File: src/hw/rtl/apn_pkg.sv
// ----------------------------------------------------------------------------
// apn_pkg: shared types, constants and helpers for average pooling
// Controller commands and status, the register map and geometry helpers.
// ----------------------------------------------------------------------------
package apn_pkg;

    localparam int SAMPLE_BITS = 16;
    localparam int MAX_WIDTH   = 1024;
    localparam int COL_BITS    = 10;
    localparam int CH_BITS     = 6;
    localparam int SLOT_BITS   = 3;
    localparam int ADDR_BITS   = SLOT_BITS + COL_BITS + CH_BITS;
    localparam int DIV_BITS    = 23;
    localparam int REM_BITS    = 7;
    localparam int CFG_BITS    = 12;

    localparam logic [4:0] GEO_STEPS = 5'd11;
    localparam logic [4:0] AVG_STEPS = 5'd23;

    // register map
    typedef enum logic [2:0] {
        CFG_IN_HEIGHT   = 3'd0,
        CFG_IN_WIDTH    = 3'd1,
        CFG_CHANNELS    = 3'd2,
        CFG_KERNEL_ROWS = 3'd3,
        CFG_KERNEL_COLS = 3'd4,
        CFG_STRIDE_ROWS = 3'd5,
        CFG_STRIDE_COLS = 3'd6,
        CFG_PADDING     = 3'd7
    } t_cfg_idx;

    typedef enum logic [1:0] {
        DIV_SPAN_END = 2'd0,
        DIV_SPAN_POS = 2'd1,
        DIV_AVERAGE  = 2'd2
    } t_div_sel;

    typedef enum logic [3:0] {
        S_IDLE, S_DIVA, S_WAITA, S_DIVB, S_WAITB, S_SPAN, S_MUL,
        S_BND, S_SWEEP, S_DRAIN, S_AVG, S_WAITV, S_EMIT
    } t_state;

    typedef struct packed {
        logic     accept;
        logic     div_start;
        t_div_sel div_sel;
        logic     latch_a;
        logic     span;
        logic     win_mul;
        logic     win_bnd;
        logic     sweep;
        logic     emit;
    } t_cmd;

    typedef struct packed {
        logic div_busy;
        logic span_empty;
        logic sweep_last;
        logic out_free;
        logic win_last;
    } t_sts;

    typedef struct packed {
        logic [10:0] first;
        logic [10:0] last;
        logic        empty;
    } t_span;

    // dimension held to 1..1024
    function automatic logic [10:0] f_clamp_dim(input logic [10:0] v);
        if (v == 11'd0) return 11'd1;
        if (v > 11'd1024) return 11'd1024;
        return v;
    endfunction

    function automatic logic [6:0] f_clamp_ch(input logic [6:0] v);
        if (v == 7'd0) return 7'd1;
        if (v > 7'd64) return 7'd64;
        return v;
    endfunction

    function automatic logic [3:0] f_clamp_k(input logic [3:0] v);
        if (v == 4'd0) return 4'd1;
        if (v > 4'd8) return 4'd8;
        return v;
    endfunction

    // pad saturated to kernel minus one
    function automatic logic [2:0] f_sat_pad(input logic [2:0] p, input logic [3:0] k);
        logic [3:0] km1;
        km1 = k - 4'd1;
        if ({1'b0, p} > km1) return km1[2:0];
        return p;
    endfunction

    // windows in one direction whose last real position is p
    function automatic t_span f_span(
        input logic [10:0] p,
        input logic [10:0] n,
        input logic        has,
        input logic        t_neg,
        input logic        t_zero,
        input logic [10:0] qa,
        input logic [10:0] qb,
        input logic [6:0]  rem
    );
        t_span      s;
        logic [11:0] nout;
        nout    = {1'b0, qa} + 12'd1;
        s.first = '0;
        s.last  = '0;
        s.empty = 1'b1;
        if (has) begin
            if ({1'b0, p} + 12'd1 < {1'b0, n}) begin
                s.first = qb;
                s.last  = qb;
                s.empty = t_neg || (rem != '0) || ({1'b0, qb} >= nout);
            end else begin
                s.first = (t_neg || t_zero) ? 11'd0 : qb + 11'(rem != '0);
                s.last  = qa;
                s.empty = s.first > qa;
            end
        end
        return s;
    endfunction

endpackage

File: src/hw/rtl/apn_ctrl.sv
// ----------------------------------------------------------------------------
// apn_ctrl: pooling controller
// Sequences geometry divides, the window walk, the sweep and the output.
// ----------------------------------------------------------------------------
module apn_ctrl (
    input  logic          i_clk,
    input  logic          i_rst_n,
    input  logic          i_in_valid,
    output logic          o_in_stall,
    input  apn_pkg::t_sts i_sts,
    output apn_pkg::t_cmd o_cmd
);
    import apn_pkg::*;

    t_state r_state, n_state;
    t_cmd   w_cmd;

    // state register
    always_ff @(posedge i_clk) begin
        if (!i_rst_n) r_state <= S_IDLE;
        else r_state <= n_state;
    end

    // next state and commands
    always_comb begin
        n_state       = r_state;
        w_cmd         = '0;
        w_cmd.div_sel = DIV_SPAN_END;
        unique case (r_state)
            S_IDLE: begin
                if (i_in_valid) begin
                    w_cmd.accept = 1'b1;
                    n_state      = S_DIVA;
                end
            end
            S_DIVA: begin
                w_cmd.div_start = 1'b1;
                n_state         = S_WAITA;
            end
            S_WAITA: if (!i_sts.div_busy) n_state = S_DIVB;
            S_DIVB: begin
                w_cmd.latch_a   = 1'b1;
                w_cmd.div_start = 1'b1;
                w_cmd.div_sel   = DIV_SPAN_POS;
                n_state         = S_WAITB;
            end
            S_WAITB: if (!i_sts.div_busy) n_state = S_SPAN;
            S_SPAN: begin
                w_cmd.span = 1'b1;
                n_state    = i_sts.span_empty ? S_IDLE : S_MUL;
            end
            S_MUL: begin
                w_cmd.win_mul = 1'b1;
                n_state       = S_BND;
            end
            S_BND: begin
                w_cmd.win_bnd = 1'b1;
                n_state       = S_SWEEP;
            end
            S_SWEEP: begin
                w_cmd.sweep = 1'b1;
                if (i_sts.sweep_last) n_state = S_DRAIN;
            end
            S_DRAIN: n_state = S_AVG;
            S_AVG: begin
                w_cmd.div_start = 1'b1;
                w_cmd.div_sel   = DIV_AVERAGE;
                n_state         = S_WAITV;
            end
            S_WAITV: if (!i_sts.div_busy) n_state = S_EMIT;
            S_EMIT: begin
                if (i_sts.out_free) begin
                    w_cmd.emit = 1'b1;
                    n_state    = i_sts.win_last ? S_IDLE : S_MUL;
                end
            end
            default: n_state = S_IDLE;
        endcase
    end

    assign o_cmd      = w_cmd;
    assign o_in_stall = r_state != S_IDLE;

    // checks
    a_div_idle: assert property (@(posedge i_clk) disable iff (!i_rst_n)
        w_cmd.div_start |-> !i_sts.div_busy)
        else $error("divider restarted while busy");
    a_emit_free: assert property (@(posedge i_clk) disable iff (!i_rst_n)
        w_cmd.emit |-> i_sts.out_free)
        else $error("result loaded over a waiting result");
    a_sweep_end: assert property (@(posedge i_clk) disable iff (!i_rst_n)
        (w_cmd.sweep && i_sts.sweep_last) |=> !w_cmd.sweep)
        else $error("sweep ran past the window");
    a_busy_after: assert property (@(posedge i_clk) disable iff (!i_rst_n)
        w_cmd.accept |=> o_in_stall)
        else $error("second request taken while first in work");

endmodule

File: config.mk
export PLATFORM = sky130hd
export DESIGN_NAME = apn_ctrl
export DESIGN_NICKNAME = d
export VERILOG_FILES = /design/src/hw/rtl/apn_pkg.sv /design/src/hw/rtl/apn_ctrl.sv
export SDC_FILE = /design/constraint.sdc
export NUM_CORES = 1
export LEC_CHECK = 0
export ABC_AREA = 1
export BUFFER_PORTS_ARGS = -buffer_cell sky130_fd_sc_hd__buf_4
export CORE_AREA = 2 2 39 41
export CTS_BUF_LIST = sky130_fd_sc_hd__clkbuf_4 sky130_fd_sc_hd__clkbuf_8
export CTS_CLUSTER_DIAMETER = 60
export DETAILED_ROUTE_END_ITERATION = 10
export DIE_AREA = 0 0 41 43
export PLACE_DENSITY = 0.65
export SKIP_LAST_GASP = 1
export SLEW_MARGIN = 0
export SYNTH_ARGS = -nofsm -noshare
export SYNTH_HDL_FRONTEND = slang
export SYNTH_SLANG_ARGS = --single-unit
File: constraint.sdc
create_clock -name i_clk -period 1.4 [get_ports i_clk]
set_input_delay 0.07 -clock i_clk [delete_from_list [all_inputs] [get_ports i_clk]]
set_output_delay 0.07 -clock i_clk [all_outputs]
set_load 0.02 [all_outputs]
==> results of run 1 <==
==> report_power, final <==
group | internal, mW | switching, mW | total, mW
combinational | 0.346 | 0.514 | 0.861
clock | 0.0952 | 0.0377 | 0.133
sequential | 0.174 | 0.105 | 0.279
==> final cells by class <==
class                   count  area, sq um
multi-input cells          54          260
inverters                  15         56.3
fillers                   169          790
well taps                  16         20.0
flip-flops and latches      4         85.1
repair buffers             20          150
clock buffers               3         22.5
==> cell usage after synthesis, drive strengths merged <==
cell,number,area share [%]
nand2,22,21
nand3b,1,1.9
nor3,1,1.2
a21oi,5,7.2
nor2,15,16
dfxtp,4,20
nand4,4,6.2
nand3,6,10
inv,15,14
buf,1,2.8
==> path summary, 6_finish.rpt <==
check	startpoint	end	slack (ns)	cells after the start
max	r_state[2]$_SDFFE_PN0P_	o_cmd[9]	0.15	5
min	i_rst_n	r_state[3]$_SDFFE_PN0P_	0.09	3
max reg2reg	r_state[1]$_SDFFE_PN0P_	r_state[1]$_SDFFE_PN0P_	0.18	8
min reg2reg	r_state[2]$_SDFFE_PN0P_	r_state[2]$_SDFFE_PN0P_	0.52	2
==> per-layer routing <==
metal | vias to the layer above | track usage (%)
li1 | 274 | -
met1 | 210 | 17.0
met2 | 18 | 17.8
met3 | 0 | 4.71
met4 | 0 | 2.00
met5 | - | 0
==> cell families (layout without fill, tap and decap cells) <==
family	count (synthesis)	after routing	share of synthesized area, %
buf+inv	16	38	16.9
flops	4	4	20.0
simple gates	49	49	55.9
compound gates	5	5	7.19
==> per-stage QoR <==
stage | area, sq um | worst slack [ns] | std cells | power (mW) | hold WS (ns)
2_1_floorplan | 400 | 0.138 | 74 | 0.829 | 0.190
3_5_place_dp | 559 | 0.0728 | 109 | 1.10 | 0.318
5_1_grt | 594 | 0.0319 | 112 | 1.40 | 0.0917
3_3_place_gp | 559 | 0.0936 | 109 | 1.10 | 0.301
6_report | 594 | 0.145 | 112 | 1.27 | 0.0857
4_1_cts | 587 | 0.0421 | 112 | 1.26 | 0.0803
==> worst max-delay path, delay by kind of cell (launching register included) <==
kind                   cells  cell delay (ns)
flip-flops                 1             0.34
buffers and inverters      2             0.28
AND/OR/NAND/NOR            3             0.33
==> layout by cell type, fill, tap and decap left out <==
cell type  instances
nand3_2            2
nor2_2             3
nor2_4             1
inv_2              2
nand2_1           22
nand4_1            4
inv_1             13
nor2_1            11
a21oi_1            4
buf_4             20
dfxtp_2            4
clkbuf_4           3
nor3_1             1
nand3_1            4
nand3b_1           1
a21oi_2            1
==> impl_metrics.csv, run 1 <==
group,metric,value,unit
run_status,status,"finished, final reports clean",
die,coreArea,1380,sq um
global_route,grt_usage,12.2,%
routing,dr_wl_met2,464,um
setup_path,path_cells,"nor2_2 > buf_4 > nand2_1 > nor2_1 > buf_4",
clock_tree,htree_num_levels,1,
logic_synthesis,mappedNetlistArea,400,sq um
routing,postRouteWirelength,1.02,mm
power,p_leak,0.358,nW
sta,setup_viol,0,
clock_tree,cts_buffers,3,
final_layout,area_growth,48.4,%
sta,period_minus_slack,1.25,ns
global_route,grt_pass1_vias,373,
sta,clock.fmax,797,MHz
routing,drtIter0Drc,8,
final_layout,drive_gt1_share,37.5,%
final_layout,diodes,0,
routing,via_count,502,
clock_tree,post_cts_buffers,0,
setup_path,critPathLaunchType,"flip-flop",
logic_synthesis,avgSynthCellArea,5.41,sq um
routing,m1WireLength,467,um
die,die_w,41,um
clock_tree,postCtsResizedCells,1,
logic_synthesis,ys_ff_latch,4,
routing,top_layer_used,"met3",
final_layout,final_util,42.9,%
routing,route.antenna.remaining_nets,0,
routing,dr_wl_met3,87,um
sta,max_slew_margin,86.5,%
routing,drc_errors,0,
clock_tree,cts_tree,"done",
sta,finalHoldViolCount,0,
logic_synthesis,synth_cell_type_count,14,
clock_tree,cts.sinks,4,
sta,fin_crit_sh,89.6,%
clock_tree,clk_latency,0.22,ns
setup_path,critical_path.max_fanout,7,
routing,wire_per_inst,9.10,um
global_route,grt_max_degree,10,
power,power_density,2140,nW/um^2
clock_tree,clk_pin_slew,0.03,ns
final_layout,biggestRegsByFlops,"r_state (4)",
place,hpwl,854,um
logic_synthesis,seq_area_frac_synth,20.0,%
die,start_util,28.9,%
sta,skew,0.000118,ns
sta,tightest_slew,0.202,ns
logic_synthesis,synth_cells,74,
die,dieArea,1760,sq um
sta,setup-tns-final,0,ns
power,irDropWorstVdd,0.897,mV
routing,dr.pass1.iters,5,
job,drv_cap,0,
final_layout,fin_nets,106,
routing,avgViaCountPerCell,4.48,
sta,drv_slew,0,
setup_path,critPathKind,"flip-flop to output port",
worst_hold_path,hold_path_class,"input pin to flip-flop",
global_route,grt_antenna_before_repair,0,
setup_path,crit_path_end_kind,"output port",
setup_path,cpMostUsedCell,"buf_4",
setup_path,arrival,1.18,ns
place,gp_congestion,0.838,
logic_synthesis,synth_nets,82,
die,ioPinCount,19,
global_route,grt_pass1_wl,1.51,mm
setup_path,cp_slowest_cell,"dfxtp_2",
global_route,overflow,0,
clock_tree,cts_root_buf,"clkbuf_4",
sta,grt_setup_unrepaired,"no",
die,rows,14,
clock_tree,clock_path_buffers,2,
setup_path,required,1.33,ns
final_layout,largest_register_ffs,4,
clock_tree,hold_buffers,0,
setup_path,cpPeakStageDelay,0.34,ns
place,io_buffers,18,
die,die_h,43,um
logic_synthesis,ys_warn_count,0,
final_layout,top_register,"r_state",
Power figures use the tool's default switching activity.
==> inputs of run 2 (changes only) <==
- BUFFER_PORTS_ARGS: -buffer_cell sky130_fd_sc_hd__buf_4 -> unset
- CTS_CLUSTER_SIZE: unset -> 14
- DONT_BUFFER_PORTS: unset -> 1
- PLACE_DENSITY: 0.65 -> 0.53
==> impl_metrics.csv, run 2 (same netlist as run 1, synthesis figures left out) <==
group,metric,value,unit
final_layout,final_cell_count_no_fill,101,
setup_path,crit_path_end_kind,"output port",
worst_hold_path,hold_path_class,"input pin to flip-flop",
sta,max_slew_margin,83.7,%
clock_tree,htree_num_levels,1,
sta,grt_setup_unrepaired,"no",
place,hpwl,813,um
final_layout,fin_nets,95,
final_layout,biggestRegsByFlops,"r_state (4)",
routing,wire_per_inst,9.99,um
clock_tree,cts_buffers,3,
setup_path,critPathKind,"flip-flop to output port",
final_layout,layout_commonest_cell,"nand2_1",
setup_path,critPathBufInv,2,
routing,route.antenna.remaining_nets,0,
setup_path,critPathLaunchType,"flip-flop",
die,dieArea,1760,sq um
power,p_leak,0.300,nW
sta,setup_viol,0,
setup_path,timing.rr.end,"r_state[1]$_SDFFE_PN0P_",
power,power_density,2330,nW/um^2
clock_tree,clock_path_buffers,2,
final_layout,drive_gt1_share,29.4,%
die,rows,14,
setup_path,cpMostUsedCell,"buf_4",
final_layout,largest_register_ffs,4,
routing,dr.pass1.iters,3,
setup_path,endpoint,"o_cmd[9]",
place,io_buffers,0,
routing,via_count,468,
global_route,grt_antenna_before_repair,0,
global_route,grt_max_degree,10,
setup_path,r2r_slack,0.19,ns
routing,avgViaCountPerCell,4.63,
setup_path,cp_top_family,"flip-flops",
routing,drtIter0Drc,10,
final_layout,final_util,37.7,%
setup_path,required,1.33,ns
global_route,overflow,0,
global_route,grt_usage,12.5,%
setup_path,cp.depth,5,
final_layout,top_register,"r_state",
clock_tree,cts_root_buf,"clkbuf_4",
setup_path,cpPeakStageDelay,0.36,ns
sta,skew,0.00636,ns
die,ioPinCount,19,
setup_path,arrival,1.22,ns
sta,clock.fmax,778,MHz
die,coreArea,1380,sq um
clock_tree,clk_latency,0.24,ns
final_layout,mostFrequentLayoutCells,"22 x nand2_1, 13 x inv_1, 9 x nor2_1",
die,die_w,41,um
final_layout,fill_cells,166,
setup_path,cp_slowest_cell,"dfxtp_2",
job,drv_cap,0,
setup_path,crit_start,"r_state[2]$_SDFFE_PN0P_",
clock_tree,cts_tree,"done",
die,die_h,43,um
die,start_util,28.9,%
sta,period_minus_slack,1.29,ns
final_layout,area_growth,30.3,%
run_status,status,"finished, final reports clean",
setup_path,reg2reg_depth,8,
place,dpl.cell_count,96,
sta,fin_crit_sh,91.8,%
clock_tree,cts.sinks,4,
setup_path,path_cells,"nor2_2 > buf_4 > nand2_1 > nor2_1 > buf_4",
power,irDropWorstVdd,1.00,mV
sta,drv_slew,0,
final_layout,seq_area,85.1,sq um
routing,drc_errors,0,
sta,holdWs,0.00347,ns
setup_path,reg2reg_from,"r_state[1]$_SDFFE_PN0P_",
global_route,grt_pass1_vias,388,
global_route,grt_pass1_wl,1.50,mm
sta,finalHoldViolCount,0,
routing,postRouteWirelength,1.01,mm
final_layout,multi_input_area,265,sq um
setup_path,critical_path.max_fanout,7,
clock_tree,clk_pin_slew,0.04,ns
place,gp_congestion,0.784,
sta,tightest_slew,0.245,ns
final_layout,diodes,0,
==> run 2: cell count changes in the layout (fill, tap and decap cells not counted) <==
cell / previous run / this run
buf_4: 20 / 7
dlygate4sd3_1: 0 / 2
nor2_1: 11 / 9
nor2_2: 3 / 5
==> run 2: layer usage <==
metal	up-vias	wire length, um	share of wire (%)	GRT usage [%]
met1	204	506	50	15.7
met4	0	0	0	2.00
met5	-	0	0	0
met3	0	58	5.7	7.85
li1	250	-	-	-
met2	14	444	44	18.1
==> run 2: layout make-up <==
| cell class | count | area share [%] |
|---|---|---|
| Clock buffer | 3 | 4.32 |
| Sequential cell | 4 | 16.3 |
| Multi-Input combinational cell | 54 | 50.8 |
| Timing Repair Buffer | 9 | 13.9 |
| Tap cell | 16 | 3.84 |
| Inverter | 15 | 10.8 |
==> run 2: power by group <==
part / switching [mW] / internal, mW / leakage [nW]
sequential: 0.103 / 0.174 / 0.0344
combinational: 0.507 / 0.288 / 0.252
clock: 0.0476 / 0.0958 / 0.0138
==> run 2: how the worst min path moves through the flow <==
stage,startpoint,to,slack (ns),depth (start not counted)
floorplan,i_rst_n,r_state[3]$_SDFFE_PN0P_,0.19,2
CTS,i_rst_n,r_state[2]$_SDFFE_PN0P_,0.005,2
detailed placement,i_rst_n,r_state[3]$_SDFFE_PN0P_,0.20,2
global placement,i_rst_n,r_state[3]$_SDFFE_PN0P_,0.20,2
global route,i_rst_n,r_state[0]$_SDFFE_PN0P_,0.008,2
finish,i_rst_n,r_state[2]$_SDFFE_PN0P_,0.003,2
==> run 2: worst reg2reg max path: stages, from the launching register on <==
cell and delay [ns]:
dfxtp_2 0.38, inv_1 0.07, nor2_1 0.19, nand2_1 0.10
nand3_2 0.10, nand2_1 0.05, nand2_1 0.07, nand2_1 0.05
a21oi_1 0.13
==> run 2: per-stage QoR <==
| step | worst slack, ns | setup TNS, ns | total power [mW] | cell area, sq um |
|---|---|---|---|---|
| finish | 0.115 | 0 | 1.21 | 522 |
| global route | 0.0102 | 0 | 1.34 | 522 |
| CTS | -0.0345 | -0.0680 | 1.19 | 509 |
| detailed placement | 0.0772 | 0 | 1.02 | 462 |
| global placement | 0.0912 | 0 | 1.02 | 462 |
| floorplan | 0.138 | 0 | 0.829 | 400 |
==> run 2: repair_timing <==
item,4_1_cts,5_1_grt
setup endpoints to repair,3,12
hold buffers,2,0
endpoints found under the hold margin,2,0
setup buffers,0,0
resized for setup,1,7
